`config.mk`:
```
export PLATFORM = sky130hd
export DESIGN_NAME = cpu8_alu_with_flags
export DESIGN_NICKNAME = d
export VERILOG_FILES = /design/src/rtl/c8alu_pkg.sv /design/src/rtl/cpu8_alu_with_flags.sv
export SDC_FILE = /design/constraint.sdc
export NUM_CORES = 1
export LEC_CHECK = 0
export BUFFER_PORTS_ARGS = -buffer_cell sky130_fd_sc_hd__buf_2
export CAP_MARGIN = 20
export CORE_MARGIN = 4
export CORE_UTILIZATION = 35
export CTS_CLUSTER_SIZE = 24
export DETAILED_ROUTE_END_ITERATION = 16
export GPL_TIMING_DRIVEN = 0
export PLACE_DENSITY_LB_ADDON = 0.08
export SLEW_MARGIN = 10
export SYNTH_ARGS = -nofsm -noshare
export SYNTH_HDL_FRONTEND = slang
export SYNTH_SLANG_ARGS = --single-unit
export TNS_END_PERCENT = 1
```
`constraint.sdc`:
```
create_clock -name clk -period 3.6 [get_ports clk]
set_input_delay 0.18 -clock clk [delete_from_list [all_inputs] [get_ports clk]]
set_output_delay 0.18 -clock clk [all_outputs]
set_load 0.005 [all_outputs]
```
`src/rtl/c8alu_pkg.sv`:
```
// ----------------------------------------------------------------------------
// c8alu_pkg
// Shared types and operation codes for the 8-bit CPU ALU with Z/N/H/C flags.
// ----------------------------------------------------------------------------
package c8alu_pkg;

  localparam int unsigned OpW   = 6;
  localparam int unsigned WordW = 16;
  localparam int unsigned ByteW = 8;
  localparam int unsigned BitW  = 3;
  localparam int unsigned FlagW = 4;

  // flag bit positions
  localparam int unsigned FlagZ = 3;
  localparam int unsigned FlagN = 2;
  localparam int unsigned FlagH = 1;
  localparam int unsigned FlagC = 0;

  typedef enum logic [OpW-1:0] {
    OP_ADD    = 6'd0,
    OP_ADC    = 6'd1,
    OP_SUB    = 6'd2,
    OP_SBC    = 6'd3,
    OP_AND    = 6'd4,
    OP_XOR    = 6'd5,
    OP_OR     = 6'd6,
    OP_CP     = 6'd7,
    OP_INC8   = 6'd8,
    OP_DEC8   = 6'd9,
    OP_INC16  = 6'd10,
    OP_DEC16  = 6'd11,
    OP_ADD16  = 6'd12,
    OP_SPOFS  = 6'd13,
    OP_RLCA   = 6'd14,
    OP_RRCA   = 6'd15,
    OP_RLA    = 6'd16,
    OP_RRA    = 6'd17,
    OP_DAA    = 6'd18,
    OP_CPL    = 6'd19,
    OP_SCF    = 6'd20,
    OP_CCF    = 6'd21,
    OP_RLC    = 6'd22,
    OP_RRC    = 6'd23,
    OP_RL     = 6'd24,
    OP_RR     = 6'd25,
    OP_SLA    = 6'd26,
    OP_SRA    = 6'd27,
    OP_SWAP   = 6'd28,
    OP_SRL    = 6'd29,
    OP_BIT    = 6'd30,
    OP_RES    = 6'd31,
    OP_SET    = 6'd32
  } alu_op_t;

  localparam logic [ByteW-1:0] DaaLoAdj   = 8'h06;
  localparam logic [ByteW-1:0] DaaHiAdj   = 8'h60;
  localparam logic [ByteW-1:0] DaaHiLimit = 8'h99;
  localparam logic [3:0]       DaaLoLimit = 4'h9;

  typedef struct packed {
    logic [OpW-1:0]   op;
    logic [WordW-1:0] first_operand;
    logic [WordW-1:0] second_operand;
    logic [BitW-1:0]  bit_index;
    logic [FlagW-1:0] flags_in;
  } alu_in_t;

  typedef struct packed {
    logic [WordW-1:0] result_value;
    logic [FlagW-1:0] flags_out;
  } alu_out_t;

endpackage

```
`src/rtl/cpu8_alu_with_flags.sv`:
```
// ----------------------------------------------------------------------------
// cpu8_alu_with_flags
// 8-bit CPU ALU: arithmetic, logic, 16-bit adds, rotates, shifts, DAA and bit
// operations with Z/N/H/C flag generation.
//
//   channel | direction | handshake        | payload
//   --------+-----------+------------------+--------------------------
//   in      | input     | in_valid/in_stall   | c8alu_pkg::alu_in_t
//   out     | output    | out_valid/out_stall | c8alu_pkg::alu_out_t
//
// One beat per cycle sustained while out_stall is low; each input beat passes
// through the input register and then the result register to the result beat.
// Synchronous active-low reset clears both stage valid bits only.
// out_stall holds the result register; the input register keeps filling and
// in_stall rises only once both stages hold a beat.
// ----------------------------------------------------------------------------
module cpu8_alu_with_flags (
  input  logic                clk,
  input  logic                rst_n,
  input  logic                in_valid,
  output logic                in_stall,
  input  c8alu_pkg::alu_in_t  in_data,
  output logic                out_valid,
  input  logic                out_stall,
  output c8alu_pkg::alu_out_t out_data
);

  logic                 s1_valid_r;
  c8alu_pkg::alu_in_t   s1_data_r;
  logic                 out_valid_r;
  c8alu_pkg::alu_out_t  out_data_r;
  c8alu_pkg::alu_out_t  res_nxt;
  logic                 adv2;
  logic                 adv1;

  logic [7:0]  a;
  logic [7:0]  b;
  logic [15:0] x16;
  logic [15:0] y16;
  logic [3:0]  f;
  logic        zi, ni, hi, ci;
  logic        t;
  logic [8:0]  sum9;
  logic [4:0]  half5;
  logic [8:0]  dif9;
  logic [4:0]  hdif5;
  logic [16:0] sum17;
  logic [12:0] sum13;
  logic [8:0]  spc9;
  logic [4:0]  sph5;
  logic [7:0]  adj;
  logic        daa_c;
  logic [7:0]  daa_r;
  logic [7:0]  bmask;
  logic [7:0]  r8;
  logic [15:0] r16;
  logic [3:0]  fo;

  assign adv2      = !out_valid_r || !out_stall;
  assign adv1      = !s1_valid_r || adv2;
  assign in_stall  = !adv1;
  assign out_valid = out_valid_r;
  assign out_data  = out_data_r;

  always_comb begin
    x16   = s1_data_r.first_operand;
    y16   = s1_data_r.second_operand;
    a     = x16[7:0];
    b     = y16[7:0];
    f     = s1_data_r.flags_in;
    zi    = f[c8alu_pkg::FlagZ];
    ni    = f[c8alu_pkg::FlagN];
    hi    = f[c8alu_pkg::FlagH];
    ci    = f[c8alu_pkg::FlagC];
    t     = ci && (s1_data_r.op == c8alu_pkg::OP_ADC || s1_data_r.op == c8alu_pkg::OP_SBC);
    sum9  = {1'b0, a} + {1'b0, b} + {8'b0, t};
    half5 = {1'b0, a[3:0]} + {1'b0, b[3:0]} + {4'b0, t};
    dif9  = {1'b0, a} - {1'b0, b} - {8'b0, t};
    hdif5 = {1'b0, a[3:0]} - {1'b0, b[3:0]} - {4'b0, t};
    sum17 = {1'b0, x16} + {1'b0, y16};
    sum13 = {1'b0, x16[11:0]} + {1'b0, y16[11:0]};
    spc9  = {1'b0, x16[7:0]} + {1'b0, b};
    sph5  = {1'b0, x16[3:0]} + {1'b0, b[3:0]};
    adj   = 8'h00;
    daa_c = 1'b0;
    if (hi || (!ni && a[3:0] > c8alu_pkg::DaaLoLimit)) begin
      adj = adj | c8alu_pkg::DaaLoAdj;
    end
    if (ci || (!ni && a > c8alu_pkg::DaaHiLimit)) begin
      adj   = adj | c8alu_pkg::DaaHiAdj;
      daa_c = 1'b1;
    end
    daa_r = ni ? (a - adj) : (a + adj);
    bmask = 8'b1 << s1_data_r.bit_index;

    r8  = 8'h00;
    r16 = 16'h0000;
    fo  = f;
    case (s1_data_r.op)
      c8alu_pkg::OP_ADD, c8alu_pkg::OP_ADC: begin
        r8 = sum9[7:0];
        fo = {r8 == 8'h00, 1'b0, half5[4], sum9[8]};
      end
      c8alu_pkg::OP_SUB, c8alu_pkg::OP_SBC: begin
        r8 = dif9[7:0];
        fo = {r8 == 8'h00, 1'b1, hdif5[4], dif9[8]};
      end
      c8alu_pkg::OP_CP: begin
        r8 = a;
        fo = {dif9[7:0] == 8'h00, 1'b1, hdif5[4], dif9[8]};
      end
      c8alu_pkg::OP_AND: begin
        r8 = a & b;
        fo = {r8 == 8'h00, 1'b0, 1'b1, 1'b0};
      end
      c8alu_pkg::OP_XOR: begin
        r8 = a ^ b;
        fo = {r8 == 8'h00, 3'b000};
      end
      c8alu_pkg::OP_OR: begin
        r8 = a | b;
        fo = {r8 == 8'h00, 3'b000};
      end
      c8alu_pkg::OP_INC8: begin
        r8 = a + 8'd1;
        fo = {r8 == 8'h00, 1'b0, a[3:0] == 4'hF, ci};
      end
      c8alu_pkg::OP_DEC8: begin
        r8 = a - 8'd1;
        fo = {r8 == 8'h00, 1'b1, a[3:0] == 4'h0, ci};
      end
      c8alu_pkg::OP_INC16: r16 = x16 + 16'd1;
      c8alu_pkg::OP_DEC16: r16 = x16 - 16'd1;
      c8alu_pkg::OP_ADD16: begin
        r16 = sum17[15:0];
        fo  = {zi, 1'b0, sum13[12], sum17[16]};
      end
      c8alu_pkg::OP_SPOFS: begin
        r16 = x16 + {{8{b[7]}}, b};
        fo  = {2'b00, sph5[4], spc9[8]};
      end
      c8alu_pkg::OP_RLCA: begin
        r8 = {a[6:0], a[7]};
        fo = {3'b000, a[7]};
      end
      c8alu_pkg::OP_RRCA: begin
        r8 = {a[0], a[7:1]};
        fo = {3'b000, a[0]};
      end
      c8alu_pkg::OP_RLA: begin
        r8 = {a[6:0], ci};
        fo = {3'b000, a[7]};
      end
      c8alu_pkg::OP_RRA: begin
        r8 = {ci, a[7:1]};
        fo = {3'b000, a[0]};
      end
      c8alu_pkg::OP_DAA: begin
        r8 = daa_r;
        fo = {r8 == 8'h00, ni, 1'b0, daa_c};
      end
      c8alu_pkg::OP_CPL: begin
        r8 = ~a;
        fo = {zi, 1'b1, 1'b1, ci};
      end
      c8alu_pkg::OP_SCF: begin
        r8 = a;
        fo = {zi, 1'b0, 1'b0, 1'b1};
      end
      c8alu_pkg::OP_CCF: begin
        r8 = a;
        fo = {zi, 1'b0, 1'b0, !ci};
      end
      c8alu_pkg::OP_RLC: begin
        r8 = {a[6:0], a[7]};
        fo = {r8 == 8'h00, 2'b00, a[7]};
      end
      c8alu_pkg::OP_RRC: begin
        r8 = {a[0], a[7:1]};
        fo = {r8 == 8'h00, 2'b00, a[0]};
      end
      c8alu_pkg::OP_RL: begin
        r8 = {a[6:0], ci};
        fo = {r8 == 8'h00, 2'b00, a[7]};
      end
      c8alu_pkg::OP_RR: begin
        r8 = {ci, a[7:1]};
        fo = {r8 == 8'h00, 2'b00, a[0]};
      end
      c8alu_pkg::OP_SLA: begin
        r8 = {a[6:0], 1'b0};
        fo = {r8 == 8'h00, 2'b00, a[7]};
      end
      c8alu_pkg::OP_SRA: begin
        r8 = {a[7], a[7:1]};
        fo = {r8 == 8'h00, 2'b00, a[0]};
      end
      c8alu_pkg::OP_SWAP: begin
        r8 = {a[3:0], a[7:4]};
        fo = {r8 == 8'h00, 3'b000};
      end
      c8alu_pkg::OP_SRL: begin
        r8 = {1'b0, a[7:1]};
        fo = {r8 == 8'h00, 2'b00, a[0]};
      end
      c8alu_pkg::OP_BIT: begin
        r8 = a;
        fo = {(a & bmask) == 8'h00, 1'b0, 1'b1, ci};
      end
      c8alu_pkg::OP_RES: r8 = a & ~bmask;
      c8alu_pkg::OP_SET: r8 = a | bmask;
      default: begin
        r8  = 8'h00;
        r16 = 16'h0000;
        fo  = f;
      end
    endcase
    res_nxt.result_value = r16 | {8'h00, r8};
    res_nxt.flags_out    = fo;
  end

  always_ff @(posedge clk) begin
    if (!rst_n) begin
      s1_valid_r  <= 1'b0;
      out_valid_r <= 1'b0;
    end else begin
      if (adv1) begin
        s1_valid_r <= in_valid;
      end
      if (adv2) begin
        out_valid_r <= s1_valid_r;
      end
    end
  end

  always_ff @(posedge clk) begin
    if (adv1 && in_valid) begin
      s1_data_r <= in_data;
    end
    if (adv2 && s1_valid_r) begin
      out_data_r <= res_nxt;
    end
  end

  a_stall_full: assert property (@(posedge clk) disable iff (!rst_n)
    in_stall |-> (s1_valid_r && out_valid_r))
    else $error("input stalled with a free stage");

  a_advance: assert property (@(posedge clk) disable iff (!rst_n)
    (s1_valid_r && adv2) |=> out_valid_r)
    else $error("beat lost between stages");

  a_hold_s1: assert property (@(posedge clk) disable iff (!rst_n)
    (s1_valid_r && !adv2) |=> (s1_valid_r && $stable(s1_data_r)))
    else $error("input stage dropped a blocked beat");

endmodule
```
Word level (Yosys, flattened, before mapping)
Cells that the tools add are included.

word-level totals
  input bits = 49
  output and inout bits = 22
  logic and storage cells = 123
  flip-flop bits (word level) = 67

cells by class
  $lt $le $gt $ge = 2
  reduce and logical (&&, ||, !) cells = 45
  bitwise logic cells = 9
  shift operators = 1
  eq/ne operators = 33
  mux-type cells = 7
  add/sub/neg operators = 17

operators with widths
  kind                                                                   number
  8-bit case mux with 20 select lines                                    1
  8-bit logical NOT                                                      15
  6-bit by 5-bit == test with 1-bit output (second input constant)       16
  4-bit case mux with 24 select lines                                    1
  16-bit case mux with 4 select lines                                    1
  6-bit by 4-bit == test with 1-bit output (second input constant)       8
  8-bit bitwise AND                                                      3
  6-bit by 3-bit == test with 1-bit output (second input constant)       4
  16-bit by 16-bit adder with 17-bit output                              1
  16-bit by 1-bit adder with 16-bit output (second input constant)       1
  16-bit adder                                                           1
  8-bit inverter                                                         2
  16-bit by 8-bit OR with 16-bit output                                  1
  8-bit OR                                                               2
  2-bit OR reduction                                                     8
  16-bit by 1-bit subtractor with 16-bit output (second input constant)  1
  7-bit logical NOT                                                      2
  12-bit by 12-bit adder with 13-bit output                              1
  6-bit by 2-bit == test with 1-bit output (second input constant)       2
  8-bit by 8-bit adder with 9-bit output                                 1
  9-bit by 1-bit adder with 9-bit output                                 1
  8-bit by 8-bit subtractor with 9-bit output                            1
  9-bit by 1-bit subtractor with 9-bit output                            1
  8-bit by 1-bit adder with 8-bit output (second input constant)         1
  25 further kinds                                                       38

Depth between registers and ports, before layout
  depth after elaboration = 9
  depth in mapped cells = 15
  gate-level depth less buffers = 14

Worst setup path before layout
Ideal clock, no wire load.

  path kind = register to register
  start = reg s1_data_r (netlist bit x16[1])
  end = reg out_data_r (netlist bit out_data[11]) (data pin)
  period minus slack after synthesis = 3845 ps
  path slack = -245 ps
  path buffers = 1
  cell stages (with the launch flop) = 16
  required time = 3328 ps
  data arrival time = 3573 ps
  library setup time = 272 ps
  cells stage by stage = edfxtp_1 -> clkbuf_1 -> inv_1 -> ha_1 -> o21ai_0 -> a311o_1 -> a31oi_1 -> ha_1 -> nand2_1 -> o21ai_0 -> ha_1 -> a21o_1 -> a21oi_1 -> xnor2_1 -> o22ai_1 -> or4_1

RTL lines
  item                    RTL line                    text
  from (decl)             cpu8_alu_with_flags.sv:29   c8alu_pkg::alu_in_t s1_data_r;
  from (signal assigned)  cpu8_alu_with_flags.sv:238  s1_data_r <= in_data;
  to (signal assigned)    cpu8_alu_with_flags.sv:241  out_data_r <= res_nxt;
  to (decl)               cpu8_alu_with_flags.sv:31   c8alu_pkg::alu_out_t out_data_r;

==> impl_results.md <==
* Outcome: complete, but fails checks
* Violated checks: negative setup slack
* Total power after layout at 2917 uW
* Chip height at 149.3 um
* Most numerous cell on the critical path: sky130_fd_sc_hd__ha_1
* Achievable Freq at 266.2 MHz
* Count of final max-slew check failures at 0
* Routed WL per cell at 24.06 um
* Detail Route Antenna Nets at 0
* Total of flip-flops plus latches after synthesis at 67
* Mean post-synth cell area at 8.881 um2
* Clock transition at the registers of the reported paths at 0.07 ns
* Most frequent standard cell in the layout excluding fill and tap cells: sky130_fd_sc_hd__buf_2
* Placer's final routability congestion estimate at 0.9863
* Count of final setup violators at 8
* Element type at the critical path end: flip-flop
* Length in cells of the worst reg-to-reg path at 15
* Clock net sink count at 67
* Total power per unit cell area at 325.1 nW/um2
* Total detailed-routing wirelength at 28.80 mm
* Number of vias in the routed layout at 7240
* Ratio of final minimum period to clock period at 104.4%
* Vias in the first global route at 7074
* Number of DRC markers after the initial detailed-route iteration at 593
* Slew Limit Headroom at 40.78%
* Layout area overhead at 28.36%
* M1 GR Usage at 35.44%
* Proportion of synthesized flip-flops having asynchronous set or reset at 0%
* Worst setup skew after layout at 0.01497 ns
* Clock tree from TritonCTS: done
* Class of the tightest hold or removal check: input port to flip-flop
* Min cycle time layout at 3.757 ns
* Number of filler instances in the final layout at 1923
* Worst-margin pin slew at 0.8801 ns
* Hold Path Depth at 1
* Placement Setup Slack at -1.211 ns
* Category of the worst setup path launch point: flip-flop
* Signal arrival time at the worst endpoint at 3.84 ns
* First-pass GRT wire length at 43.05 mm
* Placed wire-length estimate after detailed placement at 21.91 mm
* Overall global routing resource usage at 25.57%
* Crit path required time at 3.69 ns
* Setup repair after global routing missed its margin: true
* Ordered list of cells on the worst path: clkbuf_8 -> clkinvlp_4 -> ha_4 -> o21ai_4 -> a311o_1 -> a31oi_4 -> ha_1 -> nand2_1 -> o21ai_1 -> ha_1 -> a21o_1 -> a21oi_2 -> xnor2_2 -> o22ai_2 -> or4_4
* Syn. warnings at 0
* Clock latency reported for the late side of the worst-skew pair at 0.35 ns
* Proportion of power drawn by the clock network at 34.8%
* Worst setup path class: flip-flop to flip-flop
* Starting utilization of the core area at 35.79%
* Logic pwr share at 32.6%
* TritonCTS buffer count at 9
* Number of instances in the synthesized netlist at 787
* Initial antenna violation count at 0
* Final antenna diode count at 0
* Total core area at 19530 um2
* MaxCap Viol Count at 0
* Root buffer selected by CTS: sky130_fd_sc_hd__clkbuf_16
* Via density at 6.048
* Fraction of power spent switching nets at 34.62%
* Drt pass-1 iters at 5
* Int Power at 1907 uW
* Row count at 51
* Slowest cell on crit path: sky130_fd_sc_hd__edfxtp_1
* Static leakage at 0.003546 uW
* Horizontal die dimension at 149.3 um
* Syn nets at 908
* Worst ir drop on vdd at 0.2158 mV
* Crit path setup slack, layout at -0.1568 ns
* Max clock buf depth at 2
* Largest net degree at the start of global routing at 25
* Count of final hold-check violations at 0
* Post-route non-filler standard cell count at 1197
* Most frequent cells in the layout: sky130_fd_sc_hd__buf_2 (78), sky130_fd_sc_hd__edfxtp_1 (65), sky130_fd_sc_hd__nor2_1 (61), sky130_fd_sc_hd__ha_1 (61), sky130_fd_sc_hd__nand2_1 (48)
* Part of the Yosys area used for sequential elements at 28.50%
* Most congested layer reported by global routing: met2
* Post-synth EDFFs at 65
* Post-route setup TNS at -0.5488 ns
* Final routed DRC violation total at 0
* Leftover overflow at the end of global routing at 0
* I/O pin count at 71
* Met3 layer usage reported by global route at 4.345%
* Post-Synthesis Cell Area at 6989 um2
* Met2 track utilization from global routing at 40.48%
* Number of distinct library cells after synthesis at 94
* Total Die Area at 22290 um2
* Crit Path Max Fanout at 4
* PortBufs at 70
* Net switching power at 1010 uW
* # H-tree levels at 3
* Sequential share of power at 32.6%
* Commonest register cell after synthesis: sky130_fd_sc_hd__edfxtp_1
* Slowest cell delay on critical path at 0.53 ns
* Share of post-route cells with drive strength above 1 at 23.93%
* Count of nets after finishing at 1048
* Total instance count after detailed placement at 1125
==> cells by family (layout without fill, tap and decap cells) <==
group | Yosys count | in the layout | share of synthesized area, %
buffers and inverters | 77 | 222 | 4.726
and+or+nand+nor | 286 | 286 | 22.63
muxes | 3 | 3 | 0.4297
xor gates and xnor gates | 47 | 47 | 6.105
DFF | 67 | 67 | 28.50
adders and majority gates | 72 | 72 | 13.32
AOI/OAI and AO/OA | 235 | 235 | 24.29
==> area by class of cell <==
class,instances,area (um2),area share (%)
plain buffers,38,220.2,2.455
clock buffers,9,225.2,2.510
flip-flops and latches,67,1992,22.20
inverters,39,150.1,1.674
repair buffers,129,909.6,10.14
clock inverters,7,105.1,1.172
well taps,265,331.6,3.696
multi-input cells,643,5037,56.15
==> path summary, 6_finish.rpt <==
path	slack (ns)	start	to
hold reg to reg	0.54	s1_valid_r$_SDFFE_PN0N_	out_valid$_SDFFE_PN0P_
setup reg to reg	-0.16	x16[1]$_DFFE_PP_	out_data[11]$_DFFE_PP_
hold / removal	0.008	in_data[9]	y16[2]$_DFFE_PP_
setup / recovery	-0.16	x16[1]$_DFFE_PP_	out_data[11]$_DFFE_PP_
==> worst max-delay path, delay by kind of cell (launching register included) <==
| family | cells | cell delay, ns |
|---|---|---|
| adder cells (fa/ha/maj) | 3 | 0.85 |
| XOR/XNOR | 1 | 0.16 |
| buffers and inverters | 2 | 0.36 |
| AO/OA/AOI/OAI | 7 | 1.05 |
| AND/OR/NAND/NOR | 2 | 0.50 |
| flip-flops | 1 | 0.53 |
==> routing by layer <==
metal	vias to the layer above	part of all wire, %
met5	-	0
met1	3536	45
met3	52	7.1
met4	0	3.0
li1	3316	-
met2	336	45
==> state kept, by name, summed over array words and instances (netlist names) <==
signal / count
f: 4
out_data: 20
out_valid: 1
s1_data_r: 9
s1_valid_r: 1
x16: 16
y16: 16
==> synthesized netlist by cell type, types with 11 or more instances <==
| library cell | number | share of area, % |
|---|---|---|
| sky130_fd_sc_hd__nor3_1 | 18 | 1.3 |
| sky130_fd_sc_hd__and3_1 | 11 | 0.98 |
| sky130_fd_sc_hd__o22ai_1 | 15 | 1.3 |
| sky130_fd_sc_hd__nand4_1 | 28 | 2.5 |
| sky130_fd_sc_hd__nor4_1 | 11 | 0.98 |
| sky130_fd_sc_hd__edfxtp_1 | 65 | 28 |
| sky130_fd_sc_hd__nand3_1 | 28 | 2.0 |
| sky130_fd_sc_hd__nand2_1 | 48 | 2.6 |
| sky130_fd_sc_hd__a21oi_1 | 39 | 2.8 |
| sky130_fd_sc_hd__nor2b_1 | 17 | 1.5 |
| sky130_fd_sc_hd__a221oi_1 | 12 | 1.5 |
| sky130_fd_sc_hd__inv_1 | 39 | 2.1 |
| sky130_fd_sc_hd__nand2b_1 | 11 | 0.98 |
| sky130_fd_sc_hd__clkbuf_1 | 20 | 1.1 |
| sky130_fd_sc_hd__nor2_1 | 64 | 3.4 |
| sky130_fd_sc_hd__xnor2_1 | 23 | 2.9 |
| sky130_fd_sc_hd__a21o_1 | 15 | 1.6 |
| sky130_fd_sc_hd__a211oi_1 | 12 | 1.3 |
| sky130_fd_sc_hd__xor2_1 | 22 | 2.8 |
| sky130_fd_sc_hd__o21ai_0 | 37 | 2.6 |
| sky130_fd_sc_hd__ha_1 | 68 | 12 |
==> repair_timing <==
action,CTS,global route
resized for setup,49,34
endpoints found under the setup margin,19,14
hold buffers,29,0
buffers inserted,13,14
pin swaps,21,23
endpoints found under the hold margin,29,0
==> power groups by stage <==
stage	clock (uW)	combinational [uW]	sequential, uW
4_1_cts	1040	887	951
5_1_grt	1070	1020	953
2_1_floorplan	0	535	958
3_3_place_gp	0	784	977
3_5_place_dp	0	801	973
6_report	1020	951	951
==> per-stage QoR <==
step	util [%]	instance area, um2	hold slack, ns
3_5_place_dp	39.91	7792	0.3581
5_1_grt	45.94	8971	0.002402
3_3_place_gp	39.44	7701	0.3562
2_1_floorplan	-	7019	0.2789
4_1_cts	44.57	8703	0.0006710
6_report	45.94	8971	0.007761
Power figures use the tool's default switching activity.
